===== config.mk =====
export PLATFORM = sky130hd
export DESIGN_NAME = celc_skid_flat
export DESIGN_NICKNAME = d
export VERILOG_FILES = /design/src/celc_pkg.sv /design/src/celc_if.sv /design/src/celc_skid.sv /design/src/flat_wrapper.sv
export SDC_FILE = /design/constraint.sdc
export NUM_CORES = 1
export LEC_CHECK = 0
export ABC_AREA = 1
export ABC_CLOCK_PERIOD_IN_PS = 5800
export BUFFER_PORTS_ARGS = -buffer_cell sky130_fd_sc_hd__buf_2
export CORE_MARGIN = 8
export CORE_UTILIZATION = 40
export CTS_CLUSTER_DIAMETER = 150
export DETAILED_ROUTE_END_ITERATION = 16
export SYNTH_ARGS = -nofsm -noshare
export SYNTH_HDL_FRONTEND = slang
export SYNTH_SLANG_ARGS = --single-unit

===== constraint.sdc =====
create_clock -name clk -period 5.8 [get_ports clk]
set_input_delay 0.58 -clock clk [delete_from_list [all_inputs] [get_ports clk]]
set_output_delay 0.58 -clock clk [all_outputs]
set_load 0.01 [all_outputs]

===== src/celc_pkg.sv =====
// ----------------------------------------------------------------------------
// celc_pkg
// Shared types and constants of the edge length classifier.
// ----------------------------------------------------------------------------
package celc_pkg;

	// register indexes of the configuration port
	localparam int CFG_IDX_W = 2;
	localparam logic [CFG_IDX_W-1:0] CFG_ERR_TOL = 2'd0;
	localparam logic [CFG_IDX_W-1:0] CFG_MIN_LEN = 2'd1;
	localparam logic [CFG_IDX_W-1:0] CFG_MAX_LEN = 2'd2;

	localparam logic [31:0] ERR_TOL_RST = 32'd65536;
	localparam logic [31:0] MIN_LEN_RST = 32'd0;
	localparam logic [31:0] MAX_LEN_RST = 32'hFFFF_FFFF;

	// divider divisor width, square root widths
	localparam int DEN_W     = 32;
	localparam int SQ_ROOT_W = 31;
	localparam int SQ_IN_W   = 2 * SQ_ROOT_W;

	// reciprocals for floor(x/3) and floor(x/5), x below 2^RECIP_SH
	localparam int          RECIP_SH = 34;
	localparam logic [32:0] RECIP_3  = 33'h1_5555_5555;
	localparam logic [31:0] RECIP_5  = 32'hCCCC_CCCC;

	// source of the unclamped target
	typedef enum logic [1:0] {
		SRC_ROOT = 2'd0,
		SRC_ERR  = 2'd1,
		SRC_BIG  = 2'd2
	} target_src_t;

	typedef struct packed {
		target_src_t src;
		logic [31:0] dx;
		logic [31:0] dy;
		logic [31:0] dz;
	} geo_t;

	typedef struct packed {
		logic        too_long;
		logic        too_short;
		logic [31:0] target_length;
	} result_t;

endpackage


===== src/celc_if.sv =====


interface celc_class_if;
	logic        valid;
	logic        ready;
	logic        too_long;
	logic        too_short;
	logic [31:0] target_length;

	modport source (output valid, too_long, too_short, target_length, input ready);
	modport sink (input valid, too_long, too_short, target_length, output ready);
endinterface


===== src/celc_skid.sv =====
// ----------------------------------------------------------------------------
// celc_skid
// Two-entry output queue that parts the pipeline from the result channel.
// ----------------------------------------------------------------------------
module celc_skid (
	input  logic              clk,
	input  logic              arst_n,
	input  logic              push,
	input  celc_pkg::result_t push_data,
	output logic              room,
	celc_class_if.source      result
);

	celc_pkg::result_t ent_q [2];
	logic              rd_ptr_q;
	logic              wr_ptr_q;
	logic [1:0]        cnt_q;
	logic              pop;

	assign pop  = result.valid && result.ready;
	assign room = (cnt_q != 2'd2) || result.ready;

	assign result.valid         = cnt_q != 2'd0;
	assign result.too_long      = ent_q[rd_ptr_q].too_long;
	assign result.too_short     = ent_q[rd_ptr_q].too_short;
	assign result.target_length = ent_q[rd_ptr_q].target_length;

	always_ff @(posedge clk or negedge arst_n) begin
		if (!arst_n) begin
			rd_ptr_q <= 1'b0;
			wr_ptr_q <= 1'b0;
			cnt_q    <= 2'd0;
		end else begin
			if (push) wr_ptr_q <= ~wr_ptr_q;
			if (pop)  rd_ptr_q <= ~rd_ptr_q;
			cnt_q <= cnt_q + {1'b0, push} - {1'b0, pop};
		end
	end

	always_ff @(posedge clk) begin
		if (push) ent_q[wr_ptr_q] <= push_data;
	end

	a_cnt_bound: assert property (@(posedge clk) disable iff (!arst_n)
		cnt_q != 2'd3) else $error("output queue count out of range");

endmodule


===== src/flat_wrapper.sv =====
// flat-port wrapper written by rule: the top's interface ports become plain ports
module celc_skid_flat 
  (clk, arst_n, push, push_data, room, result_valid, result_too_long, result_too_short, result_target_length, result_ready);
  celc_class_if result_i ();
  input  logic clk;
  input  logic arst_n;
  input  logic push;
  input  celc_pkg::result_t push_data;
  output logic room;
  output wire logic [$bits(result_i.valid)-1:0] result_valid;
  output wire logic [$bits(result_i.too_long)-1:0] result_too_long;
  output wire logic [$bits(result_i.too_short)-1:0] result_too_short;
  output wire logic [$bits(result_i.target_length)-1:0] result_target_length;
  input wire logic [$bits(result_i.ready)-1:0] result_ready;
  assign result_valid = result_i.valid;
  assign result_too_long = result_i.too_long;
  assign result_too_short = result_i.too_short;
  assign result_target_length = result_i.target_length;
  assign result_i.ready = result_ready;
  celc_skid u_core (.clk(clk), .arst_n(arst_n), .push(push), .push_data(push_data), .room(room), .result(result_i));
endmodule

# After elaboration in Yosys (flattened, before gate mapping)
# Memory sizes are Yosys's and may differ from the RTL's.
# Cells that the tools add are included.
[totals] ff_bits=4 ramBits=68 inputBits=38 output_inout_bits=36 word_cells=14 memories=1
[memory_table] name="u_core.ent_q" words=2 width=34 read_ports=1 rd_ports_with_merged_regs=0 write_ports=1 line="celc_skid.sv:14" source="celc_pkg::result_t ent_q [2];"
[op_classes] addsub=2 eq_ne=1 muxes=2 bitwise_logic=2 n_reduce_logical=3
[op_table] operator="adder 2 x 1 -> 2 bit" count=1
[op_table] operator="two-way mux 1 bit" count=2
[op_table] operator="!= test 2 bit, second input constant" count=1
[op_table] operator="NOT 1 bit" count=2
[op_table] operator="nonzero test 2 bit" count=1
[op_table] operator="subtractor 2 x 1 -> 2 bit" count=1
[op_table] operator="logical AND 1 bit" count=1
[op_table] operator="logical OR 1 bit" count=1

# Longest topological paths before layout
[depth] ltp_word=3 depth_mapped=10 mapped_depth_nobuf=10

# Worst setup path before layout
# Ideal clock, no wire load.
[synth_timing] path_type="input to register" startpoint="input port push" endpoint="memory u_core.ent_q[0][0] in the netlist's numbering (enable)" setup_ns=0.426 t_arrival_ns=2.053 t_required_ns=5.374 path_slack_ns=3.322 stages=2 path_buffers=0 path_cell_list="inv_1 nor2_1"
[synth_via] elab_chain_len=2
[synth_rtl] item="start, declared" line="flat_wrapper.sv:7" source="input logic push;"
[synth_rtl] item="two-way mux 1 bit" line="celc_skid.sv:41" source="if (push) ent_q[wr_ptr_q] <= push_data;"
[synth_rtl] item="two-way mux 1 bit (not written as such)" line="celc_skid.sv:41"
[synth_rtl] item="end, declared" line="celc_skid.sv:14"
# No other way between the ends.

# Worst setup path in the final report
[layout_timing] startpoint="register u_core.rd_ptr_q" endpoint="output port result_too_short"
[layout_via] elab_chain_len=1
[layout_rtl] item="start, declared" line="celc_skid.sv:15" source="logic rd_ptr_q;"
[layout_rtl] item="start signal, assigned" line="celc_skid.sv:35" source="if (pop) rd_ptr_q <= ~rd_ptr_q;"
[layout_rtl] item="memory read (2 x 34 bit)"
[layout_rtl] item="end, declared" line="flat_wrapper.sv:12" source="output wire logic [$bits(result_i.too_short)-1:0] result_too_short;"
# No other way between the ends.

==> flow_metrics.py <==
metrics = {
    "final_layout": {
        "final_area_um2": 3360,
        "drive_gt1_share_pct": 34.2,
        "nets": 327,
        "area_growth_pct": 21.7,
        "fin_util_pct": 49.8,
        "antennaDiodeCount": 0,
    },
    "sta": {
        "slew_violations": 0,
        "hold_viol": 0,
        "fmax_mhz": 430,
        "timing.final.crit_period_ps": 2330,
        "setup-violations-final": 0,
        "max-slew-margin-rel_pct": 36.8,
        "whs_ps": 40.5,
        "tightest_slew_ps": 946,
        "finalCritPeriodShare_pct": 40.1,
        "fin_skew_ps": 7.49,
        "rsz0062_at_grt": "no",
        "setup_tns_ps": 0,
    },
    "setup_path": {
        "startpoint_type": "register",
        "crit_slowest_cell": "dfrtp_1",
        "worst-path-stages": 5,
        "worstPathCellList": "buf_4 -> inv_8 -> nand2_1 -> nand2_1 -> buf_2",
        "arrival_ps": 1750,
        "cp-end-kind": "output port",
        "worstReg2RegStart": "u_core.wr_ptr_q",
        "worstReg2RegEnd": "u_core.ent_q[0][4]",
        "startpoint": "u_core.rd_ptr_q",
        "cp.required_ps": 5220,
        "critPathBufInv": 3,
        "critPathTopFamily": "buffers and inverters",
        "r2r_slack_ps": 4220,
        "crit_type": "reg2out",
        "r2r_cells": 1,
        "slowest_delay_ps": 560,
        "path_common_cell": "nand2_1",
        "critical_path.max_fanout": 35,
        "cp-endpoint": "result_too_short",
    },
    "power": {
        "power.switching_mw": 0.542,
        "pwr-share-clk_pct": 23.1,
        "swShare_pct": 33.5,
        "p_leak_nw": 1.49,
        "p_total_mw": 1.62,
        "vdd_ir_drop_max_mv": 0.270,
        "p_per_area_nw_per_um2": 481,
        "seqPwrFrac_pct": 45.2,
        "cellInternalPower_mw": 1.08,
        "comb_power_share_pct": 31.7,
    },
    "place": {
        "post-dp-hpwl_mm": 3.43,
        "io_buffer_count": 73,
        "place.gp.congestion": 0.734,
        "post_dp_cell_area_um2": 3170,
    },
    "detailed_routing": {
        "routedWlPerCell_um": 13.4,
        "drtIter0Drc": 83,
        "drcViolationCount": 0,
        "ant_nets": 0,
        "drtPass1Iterations": 4,
        "viasPerCell": 4.41,
        "wl_mm": 4.99,
        "via_count": 1641,
    },
    "clock_network": {
        "clk_path_buf_depth": 2,
        "ctsRootBufferMaster": "clkbuf_8",
        "post_cts_buffers": 0,
        "cts_max_level": 3,
        "clkTransAtPathRegs_ps": 70,
        "cts_tree": "done",
        "cts_num_sinks": 72,
        "postCtsResizedCells": 0,
        "cts_buffers": 9,
        "insertion_delay_ps": 330,
        "postCtsHoldBufs": 0,
    },
    "die": {
        "die_y_um": 99.1,
        "io-pin-count": 74,
        "fp.dieW_um": 99.1,
        "design.core.area_um2": 6760,
        "std_cell_rows": 30,
        "die_area_um2": 9830,
        "initial_utilization_pct": 40.9,
    },
    "synth": {
        "ys_seq_area_share_pct": 77.5,
        "yosysMostFrequentCell": "nand2_1",
        "yosys_warnings": 0,
        "yosys-top-cells-count": "nand2_1, edfxtp_1, nand2_2",
        "syn-num-nets": 248,
        "ys_types": 13,
        "ys_ff_latch": 72,
        "syn_avg_cell_area_um2": 13.3,
        "synth-edff-count": 68,
        "synth_cells": 208,
        "ys.flop_type": "edfxtp_1",
        "yosysTopAreaCell": "edfxtp_1",
        "netlist_area_um2": 2770,
        "async_reset_ff_share_pct": 5.56,
        "synth_top_area_share_pct": 73.8,
        "yosys-top-cells-area": "edfxtp_1, nand2_1, dfrtp_1",
    },
    "outcome": {
        "status": "completed",
    },
    "min_path": {
        "hold_class": "in2async",
    },
    "global_routing": {
        "grt_max_degree": 36,
        "grt_first_pass_wirelength_mm": 8.05,
        "grt.total_usage_pct": 10.8,
        "grt_remaining_overflow": 0,
        "grt_pass1_vias": 1732,
        "grt_antenna_before_repair": 0,
    },
    "run": {
        "cap_violations": 0,
    },
}
## per-stage QoR
step	setup WS [ps]	cells
floorplan	3320	208
global placement	3830	356
detailed placement	3800	356
global route	3320	372
CTS	3420	372
finish	3470	372
## metal layers
layer | routed length [µm] | share of wire [%] | global-route usage (%) | vias up
met5 | 0 | 0 | 0 | -
met4 | 109 | 2.2 | 6.98 | 0
met3 | 383 | 7.7 | 3.98 | 10
met2 | 2530 | 51 | 17.8 | 52
met1 | 1970 | 39 | 11.5 | 734
li1 | - | - | - | 845
## layout make-up
| cell class | instances | area, µm² |
|---|---|---|
| Fill cell | 607 | 3390 |
| Sequential cell | 72 | 2140 |
| Multi-Input combinational cell | 119 | 505 |
| Timing Repair Buffer | 75 | 380 |
| Clock buffer | 13 | 149 |
| Tap cell | 80 | 100 |
| Inverter | 10 | 45.0 |
| Clock inverter | 3 | 42.5 |
## how the worst min path moves through the flow
stage	from	slack, ps	cells after the start	end
after floorplan	arst_n	280	0	u_core.cnt_q[0]
after global placement	arst_n	390	1	u_core.cnt_q[0]
after detailed placement	arst_n	390	1	u_core.cnt_q[0]
after CTS	arst_n	20	1	u_core.cnt_q[0]
after global routing	arst_n	20	1	u_core.cnt_q[1]
final	arst_n	40	1	u_core.cnt_q[0]
## registers in the layout, indices dropped and copies added (netlist names)
signal	cells
u_core.rd_ptr_q	1
u_core.cnt_q	2
u_core.ent_q	68
u_core.wr_ptr_q	1
## cells in the final DEF (no fill, tap or decap), drive strengths merged
cell type  Yosys  routed
ha             2       2
clkinv         0       1
nor2           1       1
nand2        112     112
dfrtp          4       4
inv           10      10
buf            7      75
nand3          3       3
bufinv         0       1
clkbuf         0      13
xor2           1       1
edfxtp        68      68
clkinvlp       0       1
## power by group through the flow
| stage | registers (mW) | logic, mW | clock network (mW) |
|---|---|---|---|
| global route | 0.742 | 0.586 | 0.405 |
| CTS | 0.732 | 0.533 | 0.386 |
| global placement | 0.741 | 0.526 | 0 |
| floorplan | 0.730 | 0.370 | 0 |
| finish | 0.732 | 0.514 | 0.374 |
| detailed placement | 0.743 | 0.532 | 0 |
## logic make-up (layout without fill, tap and decap cells)
group                      after synthesis  after routing  synth area share (%)
xor gates and xnor gates                 1              1                 0.317
adders and majority gates                2              2                 0.905
buffers and inverters                   17            101                  4.52
DFF                                     72             72                  77.5
and+or+nand+nor                        116            116                  16.8
No activity file was read; power rests on OpenSTA's default activity.
