===== config.mk =====
export PLATFORM = sky130hd
export DESIGN_NAME = celc_sqrt
export DESIGN_NICKNAME = d
export VERILOG_FILES = /design/src/celc_pkg.sv /design/src/celc_sqrt.sv
export SDC_FILE = /design/constraint.sdc
export NUM_CORES = 2
export LEC_CHECK = 0
export BUFFER_PORTS_ARGS = -buffer_cell sky130_fd_sc_hd__buf_4
export CAP_MARGIN = 20
export CORE_ASPECT_RATIO = 1.2
export CORE_MARGIN = 2
export CORE_UTILIZATION = 68
export CTS_CLUSTER_SIZE = 25
export DETAILED_ROUTE_END_ITERATION = 16
export PLACE_DENSITY = 0.85
export SYNTH_ARGS = -nofsm -noshare
export SYNTH_HDL_FRONTEND = slang
export SYNTH_MEMORY_MAX_BITS = 65536
export SYNTH_SLANG_ARGS = --single-unit

===== constraint.sdc =====
create_clock -name clk -period 8.24 [get_ports clk]
set_input_delay 0.824 -clock clk [delete_from_list [all_inputs] [get_ports clk]]
set_output_delay 0.824 -clock clk [all_outputs]
set_load 0.03 [all_outputs]

===== src/celc_pkg.sv =====
// ----------------------------------------------------------------------------
// celc_pkg
// Shared types and constants of the edge length classifier.
// ----------------------------------------------------------------------------
package celc_pkg;

	// register indexes of the configuration port
	localparam int CFG_IDX_W = 2;
	localparam logic [CFG_IDX_W-1:0] CFG_ERR_TOL = 2'd0;
	localparam logic [CFG_IDX_W-1:0] CFG_MIN_LEN = 2'd1;
	localparam logic [CFG_IDX_W-1:0] CFG_MAX_LEN = 2'd2;

	localparam logic [31:0] ERR_TOL_RST = 32'd65536;
	localparam logic [31:0] MIN_LEN_RST = 32'd0;
	localparam logic [31:0] MAX_LEN_RST = 32'hFFFF_FFFF;

	// divider divisor width, square root widths
	localparam int DEN_W     = 32;
	localparam int SQ_ROOT_W = 31;
	localparam int SQ_IN_W   = 2 * SQ_ROOT_W;

	// reciprocals for floor(x/3) and floor(x/5), x below 2^RECIP_SH
	localparam int          RECIP_SH = 34;
	localparam logic [32:0] RECIP_3  = 33'h1_5555_5555;
	localparam logic [31:0] RECIP_5  = 32'hCCCC_CCCC;

	// source of the unclamped target
	typedef enum logic [1:0] {
		SRC_ROOT = 2'd0,
		SRC_ERR  = 2'd1,
		SRC_BIG  = 2'd2
	} target_src_t;

	typedef struct packed {
		target_src_t src;
		logic [31:0] dx;
		logic [31:0] dy;
		logic [31:0] dz;
	} geo_t;

	typedef struct packed {
		logic        too_long;
		logic        too_short;
		logic [31:0] target_length;
	} result_t;

endpackage


===== src/celc_sqrt.sv =====
// ----------------------------------------------------------------------------
// celc_sqrt
// Pipelined integer square root (floor), one root bit per stage.
// ----------------------------------------------------------------------------
module celc_sqrt #(
	parameter int SW = 8
) (
	input  logic                            clk,
	input  logic                            arst_n,
	input  logic                            en,
	input  logic                            in_valid,
	input  logic [celc_pkg::SQ_IN_W-1:0]    val,
	input  logic [SW-1:0]                   side_in,
	output logic                            out_valid,
	output logic [celc_pkg::SQ_ROOT_W-1:0]  root,
	output logic [SW-1:0]                   side_out
);

	localparam int RB = celc_pkg::SQ_ROOT_W;
	localparam int VW = celc_pkg::SQ_IN_W;
	localparam int RW = RB + 2;

	logic          v_s   [RB];
	logic [RW-1:0] rem_s [RB];
	logic [RB-1:0] root_s[RB];
	logic [VW-1:0] val_s [RB];
	logic [SW-1:0] side_s[RB];

	for (genvar i = 0; i < RB; i++) begin : g_st
		logic          v_i;
		logic [RW-1:0] rem_i;
		logic [RB-1:0] root_i;
		logic [VW-1:0] val_i;
		logic [SW-1:0] side_i;
		logic [RW+1:0] rem2;
		logic [RW+1:0] trial;
		logic [RW+1:0] diff;
		logic          ge;

		if (i == 0) begin : g_first
			assign v_i    = in_valid;
			assign rem_i  = '0;
			assign root_i = '0;
			assign val_i  = val;
			assign side_i = side_in;
		end else begin : g_next
			assign v_i    = v_s[i-1];
			assign rem_i  = rem_s[i-1];
			assign root_i = root_s[i-1];
			assign val_i  = val_s[i-1];
			assign side_i = side_s[i-1];
		end

		always_comb begin
			rem2  = {rem_i, val_i[VW-1 -: 2]};
			trial = {2'b00, root_i, 2'b01};
			ge    = rem2 >= trial;
			diff  = rem2 - trial;
		end

		always_ff @(posedge clk or negedge arst_n) begin
			if (!arst_n) begin
				v_s[i] <= 1'b0;
			end else if (en) begin
				v_s[i] <= v_i;
			end
		end

		always_ff @(posedge clk) begin
			if (en) begin
				rem_s[i]  <= ge ? diff[RW-1:0] : rem2[RW-1:0];
				root_s[i] <= {root_i[RB-2:0], ge};
				val_s[i]  <= {val_i[VW-3:0], 2'b00};
				side_s[i] <= side_i;
			end
		end
	end

	assign out_valid = v_s[RB-1];
	assign root      = root_s[RB-1];
	assign side_out  = side_s[RB-1];

endmodule


# After elaboration in Yosys (flattened, before gate mapping)
# Memory sizes are Yosys's and may differ from the RTL's.
# Cells that the tools add are included.
# classes
muxes	33
magnitude_cmp	31
add_sub_neg	31
# op_table
op	n
$ge A35 B33 Y1	30
$mux W33	31
$sub A33 B33 Y33	30
$sub A2 B1 Y3 const B	1
$ge A2 B1 Y1 const B	1
$mux W1	2
# totals
ramBits	4092
ff_bits	31
wordCells	130
inputBits	74
mem_count	4
output_inout_bits	40
# mem_list
memory	depth	word_bits	read_ports	rd_clocked_by_memory_dff	write_ports	line	source
val_s	31	60	30	0	31	celc_sqrt.sv:26	logic [VW-1:0] val_s [RB];
rem_s	31	33	30	0	31	celc_sqrt.sv:24	logic [RW-1:0] rem_s [RB];
root_s	31	31	31	0	31	celc_sqrt.sv:25	logic [RB-1:0] root_s[RB];
side_s	31	8	31	0	31	celc_sqrt.sv:27	logic [SW-1:0] side_s[RB];

# Logic depth before layout (Yosys ltp)
# An unclocked memory read counts as a cell.
# logic_depth
depth_word	3
ltp_mapped	15
mapped_depth_nobuf	13

# Worst setup path before layout
# No wires, ideal clock.
# synth_timing
kind	register -> register
startpoint	memory rem_s[11][2] (netlist bit)
endpoint	memory rem_s[12][30] (netlist bit) (data pin)
required_ns	7.982
t_arrival_ns	3.406
setup_time_ns	0.258
path_buffers	2
setup_slack_ns	4.576
synth_period_minus_slack_ns	3.664
path_stages_with_launch	14
cell_sequence	edfxtp_1 > ha_1 > or2_1 > a2111oi_0 > a311oi_1 > a2111oi_0 > or2_2 > o211ai_1 > or2_1 > clkbuf_1 > and3b_1 > clkbuf_1 > nand4b_1 > xnor2_1
# synth_lines
item	line
start: declaration	celc_sqrt.sv:24

==> results.txt <==
The floorplan step defined a core boundary enclosing 173000 µm². The wire length of the first global-routing pass is 393000 µm. For the met1 global-route usage, the log shows 32.9%.

The final-report max-slew violation count is 0. Leaving out filler cells and counting taps, the final layout contains 11500. Critical path class: reg -> reg.

The logs give 118000 µm² for the mapped cell area and 8.87 ns for the data required time at the worst endpoint. The initial antenna violation count was 4; the total of endpoints with negative setup slack in the final report was 0. The biggest fanout along the worst timing path is 58, and the total via count after detailed routing is 70600. The number of different library cells used by synthesis comes to 95. The number of buffers on the longest clock path was 3; the fraction of registers with async set/reset was 1.17%. The cell count after placement is 11100. The tool flagged a number of max-cap violations equal to 0. In the synthesized netlist the dominant register cell turns out to be edfxtp_1. met2 is the most crowded layer. The first routing iteration left 6492 violations. TritonCTS built the clock tree.

Via density per instance: 6.11. The post-DP HPWL was 177000 µm; the die outline height was 461 µm. The die outline area came out at 178000 µm². At the end of the flow, the number of nets in the layout was 9652. From synthesis to final layout, the design area changed by 10.1%. For the static power due to leakage, the log shows 0.0499 µW.

Once placement finished, the instance area stood at 122000 µm². Headroom to the max-slew limit came out at 11.6%. The routed length per instance was 22.2 µm; the count of warnings emitted by yosys was 0. The run finished with clean final reports.

For this run, design rule violations remaining after detail routing come to 0. After routing the design area is 130000 µm². Static timing analysis puts the maximum clock frequency at 0.222 GHz.

For this run, global-route usage on met2 was measured as 52.8%. STA classifies the critical path startpoint as a register. For the aggregate global routing overflow, the log shows 0. Setup repair after global routing left no endpoint under its margin. VDD sags by at most 0.241 mV. The run gives 0 as the final-report hold violation count. After synthesis, the mean cell area works out to 13.5 µm². The run gives 0 as the final antenna-violating net count. Clock-pin slew was measured on the worst setup and hold paths at 0.06 ns. In this design, the largest share of critical-path delay is due to compound AO/OA/AOI/OAI gates. Pin count of the biggest net entering global routing: 163.

The H-tree was split into 4 levels. The biggest cell delay along the critical path works out to 0.61 ns. TritonCTS created 240 clock buffers. For the synthesized net count, the log shows 9402. The logs give 167 for the standard-cell row count and 8800 for the number of instances in the synthesized netlist. Global routing consumed, on the met3 layer, 3.77% of the routing resources. At the end of routability-driven placement, the weighted congestion stood at 0.934. The clock period minus final worst setup slack is 4.51 ns. After synthesis the netlist holds a flip-flop and latch count of 2647. For this design the ratio of total power to cell area is 278 nW/µm². The starting density of the core was 68.5%. STA puts the critical path data arrival time at 5.14 ns. The capturing element type of the critical path is a register. The worst clock skew was 0.0654 ns. The number of buffers and inverters on the critical path was 1; the share of the core filled with cells in the final layout was 75.5%. The min-delay analysis places its worst path in the category in -> reg. The first detailed-routing pass ran for 8 iterations.

Library cell contributing the largest single delay on the critical path: a211oi_1. At the pin with the least slew margin, the transition time is 1.31 ns. Yosys mapped a number of flops with a built-in enable equal to 2616.

The fraction of final layout cells sized beyond drive strength 1 works out to 7.70%. The portion of the clock cycle consumed by the worst path in the final layout works out to 54.7%. The number of setup buffers added after CTS came out at 0. Walking the worst path, the cells encountered are ha_1 > or3_1 > o22ai_1 > o211ai_1 > a211oi_1 > a2bb2oi_1 > a21o_1 > a2111oi_0 > and2_1 > buf_4 > mux2_2. The post-route setup TNS is 0 ns, and the proportion of synthesized chip area in sequential cells is 67.0%. Counting every sink on the clock net gives 2647. After detailed routing, the total wire length is 256000 µm. In this run the count of I/O pins placed on the die edge is 114.

Global routing consumed, over all layers together, 28.8% of the routing resources. The design draws 36200 µW. The CTS root buffer was clkbuf_16. The die is 385 µm wide. The number of global-route vias before repair is 70600, and the insertion delay of the later-clocked pin in the worst-skew pair is 0.88 ns.

The count of buffers added on input and output ports is 113.
[worst paths after layout]
| path | start | endpoint | slack, ns | depth (start not counted) |
|---|---|---|---|---|
| worst max-delay path | rem_s[27][2]$_DFFE_PP_ | rem_s[28][4]$_DFFE_PP_ | 3.73 | 11 |
| worst min-delay path | val[37] | val_s[0][37]$_DFFE_PP_ | 0.11 | 1 |
| min in group asynchronous | arst_n | g_st[15].v_i$_DFFE_PN0P_ | 0.41 | 2 |
| worst max register to register | rem_s[27][2]$_DFFE_PP_ | rem_s[28][4]$_DFFE_PP_ | 3.73 | 11 |
| max in group asynchronous | arst_n | g_st[29].v_i$_DFFE_PN0P_ | 7.56 | 2 |
| worst min register to register | val_s[25][52]$_DFFE_PP_ | val_s[26][54]$_DFFE_PP_ | 0.40 | 0 |
[metrics by stage]
step | setup slack, ns | hold slack, ns
6_report | 3.73 | 0.108
5_1_grt | 3.33 | 0.0639
4_1_cts | 3.67 | 0.0618
3_5_place_dp | 3.80 | 0.405
3_3_place_gp | 3.83 | 0.400
2_1_floorplan | 4.58 | 0.400
[cells in the final DEF (no fill, tap or decap), drive strengths merged, types with 76 or more instances in the layout]
cell,count
nor2,518
nor4,96
buf,162
a21o,246
mux2,96
clkinv,118
edfxtp,2616
or3,87
xor2,374
o21a,93
nand2,624
nand2b,118
a21oi,500
o21ai,477
clkbuf,273
nor3,219
xnor2,403
nand3,146
nor2b,76
ha,528
nand4,82
inv,670
[worst reg2reg max path, stage by stage (launching register included)]
cell	delay, ns
edfxtp_1	0.40
ha_1	0.26
or3_1	0.38
o22ai_1	0.29
o211ai_1	0.24
a211oi_1	0.61
a2bb2oi_1	0.22
a21o_1	0.25
a2111oi_0	0.52
and2_1	0.20
buf_4	0.47
mux2_2	0.43
[kinds of logic (layout without fill, tap and decap cells)]
| family | count (synthesis) | count (layout) | synth area share [%] |
|---|---|---|---|
| fa+ha+maj | 528 | 528 | 5.58 |
| flops | 2647 | 2647 | 67.0 |
| other cells | 1 | 3 | 0.00317 |
| mux | 111 | 111 | 1.04 |
| compound gates | 1677 | 1677 | 8.68 |
| simple gates | 2245 | 2245 | 9.39 |
| buf+inv | 814 | 1279 | 2.59 |
| xor+xnor | 777 | 777 | 5.75 |
[power breakdown]
group | internal, µW | switching [µW]
Combinational | 2810 | 3960
Clock | 6400 | 5020
Sequential | 16900 | 1170
Total | 26100 | 10100
[metal layers]
layer  vias to the layer above  part of all wire (%)
li1                      33000                     -
met1                     34400                    36
met2                      2488                    53
met3                       728                   4.9
met4                         4                   5.6
met5                         -                 0.011
[final cells by class]
class	instances	area (µm²)
Fill cell	10300	42400
Tap cell	2281	2850
Inverter	657	2470
Clock inverter	185	2040
Sequential cell	2647	79300
Multi-Input combinational cell	5339	36100
Clock buffer	272	6130
Antenna cell	2	5.00
Timing Repair Buffer	165	1480
[sequential cells by signal, indices dropped and copies added, names as in the netlist]
signal and cells:
root_s 496, rem_s 942, val_s 930, side_s 248, out_valid 1, g_st.v_i 30
[what timing repair did]
item,4_1_cts,5_1_grt
hold buffers,1,0
endpoints found under the hold margin,31,0
resized for setup,0,0
[synth_stat cells, types with 10 or more instances]
library cell / number / area share (%)
a2111oi_0: 17 / 0.13
a211o_1: 10 / 0.074
a211oi_1: 27 / 0.17
a21boi_0: 21 / 0.13
a21o_1: 246 / 1.6
a21oi_1: 500 / 2.1
a31o_2: 11 / 0.081
a31oi_1: 53 / 0.28
and2_1: 34 / 0.18
and3_1: 51 / 0.27
buf_1: 15 / 0.048
clkbuf_1: 137 / 0.43
dfrtp_1: 31 / 0.65
edfxtp_1: 2616 / 66
ha_1: 528 / 5.6
inv_1: 651 / 2.1
mux2_2: 93 / 0.88
mux2i_1: 15 / 0.13
nand2_1: 624 / 2.0
nand2b_1: 118 / 0.62
nand3_1: 145 / 0.61
nand3b_1: 31 / 0.20
nand4_1: 81 / 0.43
nand4b_1: 11 / 0.081
nor2_1: 518 / 1.6
nor2b_1: 76 / 0.40
nor3_1: 214 / 0.90
nor3b_1: 20 / 0.13
nor4_1: 93 / 0.49
nor4b_1: 10 / 0.074
o211ai_1: 25 / 0.16
o21a_1: 93 / 0.59
o21ai_0: 466 / 2.0
o21ai_1: 11 / 0.046
o21bai_1: 53 / 0.34
o31a_1: 14 / 0.10
o31ai_1: 42 / 0.27
or2_2: 30 / 0.16
or3_1: 86 / 0.45
or4_1: 48 / 0.30
xnor2_1: 403 / 3.0
xor2_1: 374 / 2.8
(Power assumes the default switching activity.)
